### config.mk
export PLATFORM = sky130hd
export DESIGN_NAME = binary_semaphore_table
export DESIGN_NICKNAME = d
export VERILOG_FILES = /design/src/design/bst_pkg.sv /design/src/design/bst_free_enc.sv /design/src/design/bst_wait_ring.sv /design/src/design/bst_sem_table.sv /design/src/design/binary_semaphore_table.sv
export SDC_FILE = /design/constraint.sdc
export NUM_CORES = 2
export LEC_CHECK = 0
export ABC_AREA = 1
export BUFFER_PORTS_ARGS = -buffer_cell sky130_fd_sc_hd__buf_2
export CAP_MARGIN = 20
export CORE_MARGIN = 2
export CORE_UTILIZATION = 40
export CTS_BUF_LIST = sky130_fd_sc_hd__clkbuf_4
export DETAILED_ROUTE_END_ITERATION = 8
export PLACE_DENSITY = 0.64
export SYNTH_ARGS = -nofsm -noshare
export SYNTH_HDL_FRONTEND = slang
export SYNTH_SLANG_ARGS = --single-unit
### constraint.sdc
create_clock -name aclk -period 3.7 [get_ports aclk]
set_input_delay 0.37 -clock aclk [delete_from_list [all_inputs] [get_ports aclk]]
set_output_delay 0.37 -clock aclk [all_outputs]
set_load 0.05 [all_outputs]
### src/design/bst_pkg.sv
`timescale 1ns / 1ps

package bst_pkg;

    localparam int SEM_COUNT_DEF   = 16;
    localparam int QUEUE_DEPTH_DEF = 8;

    localparam int FIELD_W = 8;

    typedef logic [1:0] cmd_t;
    typedef logic [1:0] status_t;

    localparam cmd_t CMD_CREATE = 2'd0;
    localparam cmd_t CMD_DOWN   = 2'd1;
    localparam cmd_t CMD_UP     = 2'd2;
    localparam cmd_t CMD_CLEAR  = 2'd3;

    localparam status_t ST_OK         = 2'd0;
    localparam status_t ST_BAD_ID     = 2'd1;
    localparam status_t ST_NO_FREE    = 2'd2;
    localparam status_t ST_QUEUE_FULL = 2'd3;

    typedef struct packed {
        cmd_t               cmd;
        logic [FIELD_W-1:0] sem_id;
        logic [FIELD_W-1:0] requester_id;
    } in_item_t;

    typedef struct packed {
        status_t            status;
        logic [FIELD_W-1:0] new_sem_id;
        logic               blocked;
        logic               woken_valid;
    } res_t;

    typedef struct packed {
        logic wr_en;
        logic rd_en;
    } ring_ctl_t;

    function automatic int clog2_min1(input int n);
        return (n > 1) ? $clog2(n) : 1;
    endfunction

endpackage

### src/design/bst_free_enc.sv
`timescale 1ns / 1ps

module bst_free_enc #(
    parameter int SEM_COUNT = bst_pkg::SEM_COUNT_DEF,
    parameter int IDX_W     = bst_pkg::clog2_min1(SEM_COUNT)
) (
    input  logic [SEM_COUNT-1:0] in_use,
    output logic                 found,
    output logic [IDX_W-1:0]     free_idx
);

    // lowest entry not in use wins
    always_comb begin
        found    = 1'b0;
        free_idx = '0;
        for (int i = SEM_COUNT - 1; i >= 0; i--) begin
            if (!in_use[i]) begin
                found    = 1'b1;
                free_idx = IDX_W'(i);
            end
        end
    end

endmodule

### src/design/bst_wait_ring.sv
`timescale 1ns / 1ps

module bst_wait_ring #(
    parameter int AW = 7
) (
    input  logic                        aclk,
    input  bst_pkg::ring_ctl_t          ctl,
    input  logic [AW-1:0]               wr_addr,
    input  logic [bst_pkg::FIELD_W-1:0] wr_data,
    input  logic [AW-1:0]               rd_addr,
    output logic [bst_pkg::FIELD_W-1:0] rd_data
);

    logic [bst_pkg::FIELD_W-1:0] mem [1 << AW];
    logic [bst_pkg::FIELD_W-1:0] rd_data_reg;

    always_ff @(posedge aclk) begin
        if (ctl.wr_en) begin
            mem[wr_addr] <= wr_data;
        end
        if (ctl.rd_en) begin
            rd_data_reg <= mem[rd_addr];
        end
    end

    assign rd_data = rd_data_reg;

endmodule

### src/design/bst_sem_table.sv
`timescale 1ns / 1ps

module bst_sem_table #(
    parameter int SEM_COUNT   = bst_pkg::SEM_COUNT_DEF,
    parameter int QUEUE_DEPTH = bst_pkg::QUEUE_DEPTH_DEF,
    parameter int IDX_W       = bst_pkg::clog2_min1(SEM_COUNT),
    parameter int PW          = bst_pkg::clog2_min1(QUEUE_DEPTH)
) (
    input  logic                        aclk,
    input  logic                        aresetn,
    input  logic                        en,
    input  bst_pkg::in_item_t           item,
    output bst_pkg::res_t               res,
    output bst_pkg::ring_ctl_t          ring_ctl,
    output logic [IDX_W+PW-1:0]         ring_wr_addr,
    output logic [IDX_W+PW-1:0]         ring_rd_addr,
    output logic [bst_pkg::FIELD_W-1:0] ring_wr_data
);

    localparam int CW = $clog2(QUEUE_DEPTH + 1);

    logic [SEM_COUNT-1:0] in_use_reg;
    logic [SEM_COUNT-1:0] avail_reg;
    logic [PW-1:0]        wpos_reg [SEM_COUNT];
    logic [PW-1:0]        rpos_reg [SEM_COUNT];
    logic [CW-1:0]        cnt_reg  [SEM_COUNT];

    logic             free_found;
    logic [IDX_W-1:0] free_idx;
    logic             id_ok;
    logic [IDX_W-1:0] idx;
    logic             cur_use;
    logic             cur_avail;
    logic [PW-1:0]    cur_wpos;
    logic [PW-1:0]    cur_rpos;
    logic [CW-1:0]    cur_cnt;
    logic             q_full;
    logic             q_empty;
    logic             do_create;
    logic             do_clear;
    logic             do_take;
    logic             do_queue;
    logic             do_wake;
    logic             do_give;

    function automatic logic [PW-1:0] ring_next(input logic [PW-1:0] pos);
        logic [PW:0] inc;
        inc = {1'b0, pos} + (PW + 1)'(1);
        return (inc >= (PW + 1)'(QUEUE_DEPTH)) ? '0 : inc[PW-1:0];
    endfunction

    bst_free_enc #(
        .SEM_COUNT (SEM_COUNT),
        .IDX_W     (IDX_W)
    ) u_free_enc (
        .in_use   (in_use_reg),
        .found    (free_found),
        .free_idx (free_idx)
    );

    assign id_ok     = {1'b0, item.sem_id} < (bst_pkg::FIELD_W + 1)'(SEM_COUNT);
    assign idx       = item.sem_id[IDX_W-1:0];
    assign cur_use   = id_ok && in_use_reg[idx];
    assign cur_avail = avail_reg[idx];
    assign cur_wpos  = wpos_reg[idx];
    assign cur_rpos  = rpos_reg[idx];
    assign cur_cnt   = cnt_reg[idx];
    assign q_full    = cur_cnt == CW'(QUEUE_DEPTH);
    assign q_empty   = cur_cnt == '0;

    always_comb begin
        do_create       = 1'b0;
        do_clear        = 1'b0;
        do_take         = 1'b0;
        do_queue        = 1'b0;
        do_wake         = 1'b0;
        do_give         = 1'b0;
        res.status      = bst_pkg::ST_OK;
        res.new_sem_id  = '0;
        res.blocked     = 1'b0;
        res.woken_valid = 1'b0;
        unique case (item.cmd)
            bst_pkg::CMD_CREATE: begin
                if (free_found) begin
                    do_create      = 1'b1;
                    res.new_sem_id = bst_pkg::FIELD_W'(free_idx);
                end else begin
                    res.status = bst_pkg::ST_NO_FREE;
                end
            end
            bst_pkg::CMD_CLEAR: begin
                if (id_ok) begin
                    do_clear = 1'b1;
                end else begin
                    res.status = bst_pkg::ST_BAD_ID;
                end
            end
            bst_pkg::CMD_DOWN: begin
                if (!cur_use) begin
                    res.status = bst_pkg::ST_BAD_ID;
                end else if (cur_avail) begin
                    do_take = 1'b1;
                end else if (q_full) begin
                    res.status = bst_pkg::ST_QUEUE_FULL;
                end else begin
                    do_queue    = 1'b1;
                    res.blocked = 1'b1;
                end
            end
            bst_pkg::CMD_UP: begin
                if (!cur_use) begin
                    res.status = bst_pkg::ST_BAD_ID;
                end else if (!q_empty) begin
                    do_wake         = 1'b1;
                    res.woken_valid = 1'b1;
                end else begin
                    do_give = 1'b1;
                end
            end
            default: begin
                res.status = bst_pkg::ST_BAD_ID;
            end
        endcase
    end

    assign ring_ctl.wr_en = en && do_queue;
    assign ring_ctl.rd_en = en && do_wake;
    assign ring_wr_addr   = {idx, cur_wpos};
    assign ring_rd_addr   = {idx, cur_rpos};
    assign ring_wr_data   = item.requester_id;

    always_ff @(posedge aclk) begin
        if (!aresetn) begin
            in_use_reg <= '0;
            avail_reg  <= '0;
            for (int i = 0; i < SEM_COUNT; i++) begin
                wpos_reg[i] <= '0;
                rpos_reg[i] <= '0;
                cnt_reg[i]  <= '0;
            end
        end else if (en) begin
            if (do_create) begin
                in_use_reg[free_idx] <= 1'b1;
                avail_reg[free_idx]  <= 1'b1;
                wpos_reg[free_idx]   <= '0;
                rpos_reg[free_idx]   <= '0;
                cnt_reg[free_idx]    <= '0;
            end
            if (do_clear) begin
                in_use_reg[idx] <= 1'b0;
            end
            if (do_take) begin
                avail_reg[idx] <= 1'b0;
            end
            if (do_give) begin
                avail_reg[idx] <= 1'b1;
            end
            if (do_queue) begin
                wpos_reg[idx] <= ring_next(cur_wpos);
                cnt_reg[idx]  <= cur_cnt + CW'(1);
            end
            if (do_wake) begin
                rpos_reg[idx] <= ring_next(cur_rpos);
                cnt_reg[idx]  <= cur_cnt - CW'(1);
            end
        end
    end

endmodule

### src/design/binary_semaphore_table.sv
`timescale 1ns / 1ps

// Table of SEM_COUNT binary semaphores, each with a FIFO of up to QUEUE_DEPTH
// waiting requester ids. One command word goes in, one result word comes out, in
// order. A command word is held in the input register, where the table lookup,
// free-entry search and state update are done, and then moves to the result
// register, which offers its result word. A new word is taken every cycle while
// the result side keeps up.
// Waiter ids live in a memory of 2**ceil(log2(SEM_COUNT)) * 2**ceil(log2(QUEUE_DEPTH))
// bytes (at least two slots per entry) with a registered read port; it needs no
// clearing after reset, so the block is ready in the first cycle after aresetn rises.
module binary_semaphore_table #(
    parameter int SEM_COUNT   = bst_pkg::SEM_COUNT_DEF,
    parameter int QUEUE_DEPTH = bst_pkg::QUEUE_DEPTH_DEF
) (
    input  logic        aclk,
    input  logic        aresetn,
    input  logic        s_tvalid,
    output logic        s_tready,
    // command[1:0], sem_id[9:2], requester_id[17:10], zero[23:18]
    input  logic [23:0] s_tdata,
    output logic        m_tvalid,
    input  logic        m_tready,
    // status[1:0], new_sem_id[9:2], blocked[10], woken_valid[11],
    // woken_id[19:12], zero[23:20]
    output logic [23:0] m_tdata
);

    localparam int IDX_W = bst_pkg::clog2_min1(SEM_COUNT);
    localparam int PW    = bst_pkg::clog2_min1(QUEUE_DEPTH);
    localparam int AW    = IDX_W + PW;

    logic                        in_valid_reg;
    logic                        in_valid_next;
    bst_pkg::in_item_t           in_item_reg;
    logic                        out_valid_reg;
    logic                        out_valid_next;
    bst_pkg::res_t               out_res_reg;
    logic                        advance;
    logic                        s_take;
    bst_pkg::res_t               res;
    bst_pkg::ring_ctl_t          ring_ctl;
    logic [AW-1:0]               ring_wr_addr;
    logic [AW-1:0]               ring_rd_addr;
    logic [bst_pkg::FIELD_W-1:0] ring_wr_data;
    logic [bst_pkg::FIELD_W-1:0] ring_rd_data;
    logic [bst_pkg::FIELD_W-1:0] woken_id;

    assign advance  = in_valid_reg && (!out_valid_reg || m_tready);
    assign s_tready = !in_valid_reg || advance;
    assign s_take   = s_tvalid && s_tready;

    always_comb begin
        in_valid_next = in_valid_reg;
        if (s_take) begin
            in_valid_next = 1'b1;
        end else if (advance) begin
            in_valid_next = 1'b0;
        end
        out_valid_next = out_valid_reg;
        if (advance) begin
            out_valid_next = 1'b1;
        end else if (m_tready) begin
            out_valid_next = 1'b0;
        end
    end

    always_ff @(posedge aclk) begin
        if (!aresetn) begin
            in_valid_reg  <= 1'b0;
            out_valid_reg <= 1'b0;
        end else begin
            in_valid_reg  <= in_valid_next;
            out_valid_reg <= out_valid_next;
        end
    end

    always_ff @(posedge aclk) begin
        if (s_take) begin
            in_item_reg.cmd          <= s_tdata[1:0];
            in_item_reg.sem_id       <= s_tdata[9:2];
            in_item_reg.requester_id <= s_tdata[17:10];
        end
        if (advance) begin
            out_res_reg <= res;
        end
    end

    bst_sem_table #(
        .SEM_COUNT   (SEM_COUNT),
        .QUEUE_DEPTH (QUEUE_DEPTH),
        .IDX_W       (IDX_W),
        .PW          (PW)
    ) u_sem_table (
        .aclk         (aclk),
        .aresetn      (aresetn),
        .en           (advance),
        .item         (in_item_reg),
        .res          (res),
        .ring_ctl     (ring_ctl),
        .ring_wr_addr (ring_wr_addr),
        .ring_rd_addr (ring_rd_addr),
        .ring_wr_data (ring_wr_data)
    );

    bst_wait_ring #(
        .AW (AW)
    ) u_wait_ring (
        .aclk    (aclk),
        .ctl     (ring_ctl),
        .wr_addr (ring_wr_addr),
        .wr_data (ring_wr_data),
        .rd_addr (ring_rd_addr),
        .rd_data (ring_rd_data)
    );

    assign woken_id = out_res_reg.woken_valid ? ring_rd_data : '0;

    assign m_tvalid = out_valid_reg;
    assign m_tdata  = {4'b0000, woken_id, out_res_reg.woken_valid, out_res_reg.blocked,
                       out_res_reg.new_sem_id, out_res_reg.status};

endmodule

==> flow_summary.toml <==
[run_status]
outcome = "finished, final reports clean"

[route]
routed_wl_mm = 156
post_drt_wl_per_cell_um = 19.6
via_per_inst = 5.23
wl_met2_mm = 74.3
wl_met1_mm = 65.2
drt_pass1_iterations = 6
wl_met3_mm = 13.0
post-route-drc-count = 0
vias = 41800
drt_iter0_drc = 4393
highest_layer = "met4"
postRouteAntennaNets = 0

[global_routing]
grt_pass1_wl_mm = 237
grt_max_degree = 129
track_usage = 0.212
gr-total-overflow = 0
first_global_vias = 40500
antenna_found_initial = 4

[critical_path]
crit_fanout = 17
r2r_slack_ns = 0.21
startpoint = "in_item_reg[8]"
arrival_ns = 4.38
worstReg2RegStart = "in_item_reg[8]"
cp.required_ns = 4.59
start_kind = "register"
crit_path_end_kind = "register"
path_class = "reg -> reg"

[floorplan]
initial_utilization = 0.403
die_w_um = 382
chipHeight_um = 382
io_pins = 54
coreArea_um2 = 142000
num_rows = 138
fp.dieArea_um2 = 146000

[clock_network]
clk_pin_slew_ns = 0.07
clock_sinks = 1256
clockBufferDepth = 4
tritoncts = "yes"
cts_setup_buffers = 0
htreeDepth = 5
cts-root-buf = "clkbuf_4"
clk_latency_ns = 1.31
numCtsBuffers = 338

[timing]
fin_crit_sh = 0.943
holdWs_ns = 0.383
setup_tns_ns = 0
slew_viol_final = 0
max_freq_mhz = 287
hold_violations = 0
grt_setup_unrepaired = "yes"
setup_viol = 0
slew_headroom = 0.297
fin_ws_ns = 0.212
worstMarginPinSlew_ns = 1.05
fin_skew_ns = 0.125
min_period_ns = 3.49

[synthesis]
synth_top_family_by_area = "simple AND/OR/NAND/NOR gates"
synth_xor_area_frac = 0.000307
synth_ff_type = "edfxtp_1"
yosysTopAreaCell = "edfxtp_1"
muxShareOfSynthArea = 0
synthArstFlopShare = 0
synthSimpleGateAreaFrac = 0.248
ys_seq_elements = 1256
synth_edf_count = 1218
synth_cell_type_count = 41
synth_compound_area_frac = 0.0237
yosysTopAreaCellShare = 0.641
synth_area_um2 = 57100
yosysWarnings = 0
syn_inst = 5508
ys_top_cells_by_area = "edfxtp_1 (64%), nand3_1 (8.7%), nand2_1 (6.5%), nand3b_1 (5.3%), inv_1 (4.4%)"
yosys.area_share.adder = 0.00123
synth-seq-area-share = 0.654
avgSynthCellArea_um2 = 10.4

[cells_and_area]
area_delta_synth_final_pct = 14.4
final_cell_mix = "edfxtp_1 (1218), nand3_1 (993), nand2_1 (981)"
fill_cells = 13100
fin_nets = 5921
final_common_cell = "edfxtp_1"
largest_register_ffs = 1024
drive_gt1_frac = 0.146
fin_area_um2 = 65300

[hold_path]
hold_class = "in -> reg"
min_from = "s_tdata[8]"

[placement]
port_buffers = 39
gp_congestion = 0.935
dp_hpwl_mm = 92.7
dp_slack_ns = 0.116
place_area_um2 = 61000

[pwr]
ir_worst_vdd_mv = 0.361
power_density_nw_per_um2 = 490
leakagePower_nw = 25.5

[run]
maxCapViolCount = 0
==> metrics by stage <==
stage	instances	power (mW)	util
CTS	7975	32.2	0.461
floorplan	5515	19.0	-
finish	7982	32.0	0.461
global route	7980	33.4	0.461
global placement	7394	20.7	0.431
detailed placement	7394	20.7	0.431
==> synthesized netlist by cell type (5+ instances only) <==
master / instances
nand2_2: 9
edfxtp_1: 1218
nand2_1: 985
o22ai_1: 10
inv_1: 676
clkbuf_1: 190
o211ai_1: 20
a21oi_1: 42
nand3_1: 995
inv_2: 9
o221ai_1: 11
nor2_1: 474
dfxtp_1: 38
buf_1: 11
a31oi_1: 5
buf_2: 127
nand3b_1: 401
clkinv_1: 8
nor2_2: 7
o21ai_1: 22
o21ai_0: 111
nor3_1: 73
buf_4: 16
nand3_2: 13
nor2_4: 5
==> critical path, stage by stage (launching register included) <==
cell and delay (ns):
edfxtp_1 0.42, buf_4 0.18, inv_1 0.09, nand2_1 0.18, nor2_1 0.14, nor2_1 0.06, nand2_1 0.06, nand2_1 0.04
nand2_1 0.11, o21ai_4 0.09, nor2_2 0.21, nand3_4 0.12, buf_4 0.22, nand2_1 0.08, o21ai_2 0.11, inv_1 0.15
nand3_1 0.38, o21ai_0 0.50
==> final cells by class <==
class	instances	area, um^2	share of cell area
tap	1890	2360	0.0362
antenna	7	17.5	0.000268
clock inverter	59	287	0.00439
multi-input combinational	3220	15700	0.241
clock buffer	478	3590	0.0549
inverter	693	2610	0.0400
sequential	1256	37300	0.572
timing repair buffer	379	3400	0.0520
==> logic make-up after synthesis <==
family / count (synthesis)
DFF: 1256
xor gates and xnor gates: 2
adders and majority gates: 5
AOI/OAI and AO/OA: 234
buffers and inverters: 1039
other: 1
and+or+nand+nor: 2971
==> what timing repair did <==
item | CTS | global route
endpoints found under the setup margin | 0 | 28
gates resized for setup | 0 | 3
hold endpoints to repair | 166 | 0
hold buffers | 44 | 0
==> metal layers <==
metal,vias up,track usage
met2,1777,0.344
li1,19600,-
met1,20100,0.278
met4,0,0.0789
met5,-,0
met3,273,0.0454
==> power by group <==
group          total (mW)  leakage [nW]  switching (mW)  internal [mW]
Combinational        4.78          11.7            3.39           1.38
Sequential           15.7          11.5          0.0379           15.7
Clock                11.5          2.35            5.50           6.00
==> final timing paths <==
check                                                  end  cells after the start
worst max register to register  u_sem_table.rpos_reg[6][1]                     17
worst min register to register  u_sem_table.in_use_reg[14]                      2
worst max-delay path            u_sem_table.rpos_reg[6][1]                     17
worst min-delay path                       in_item_reg[14]                      3
No activity file was read; power rests on OpenSTA's default activity.
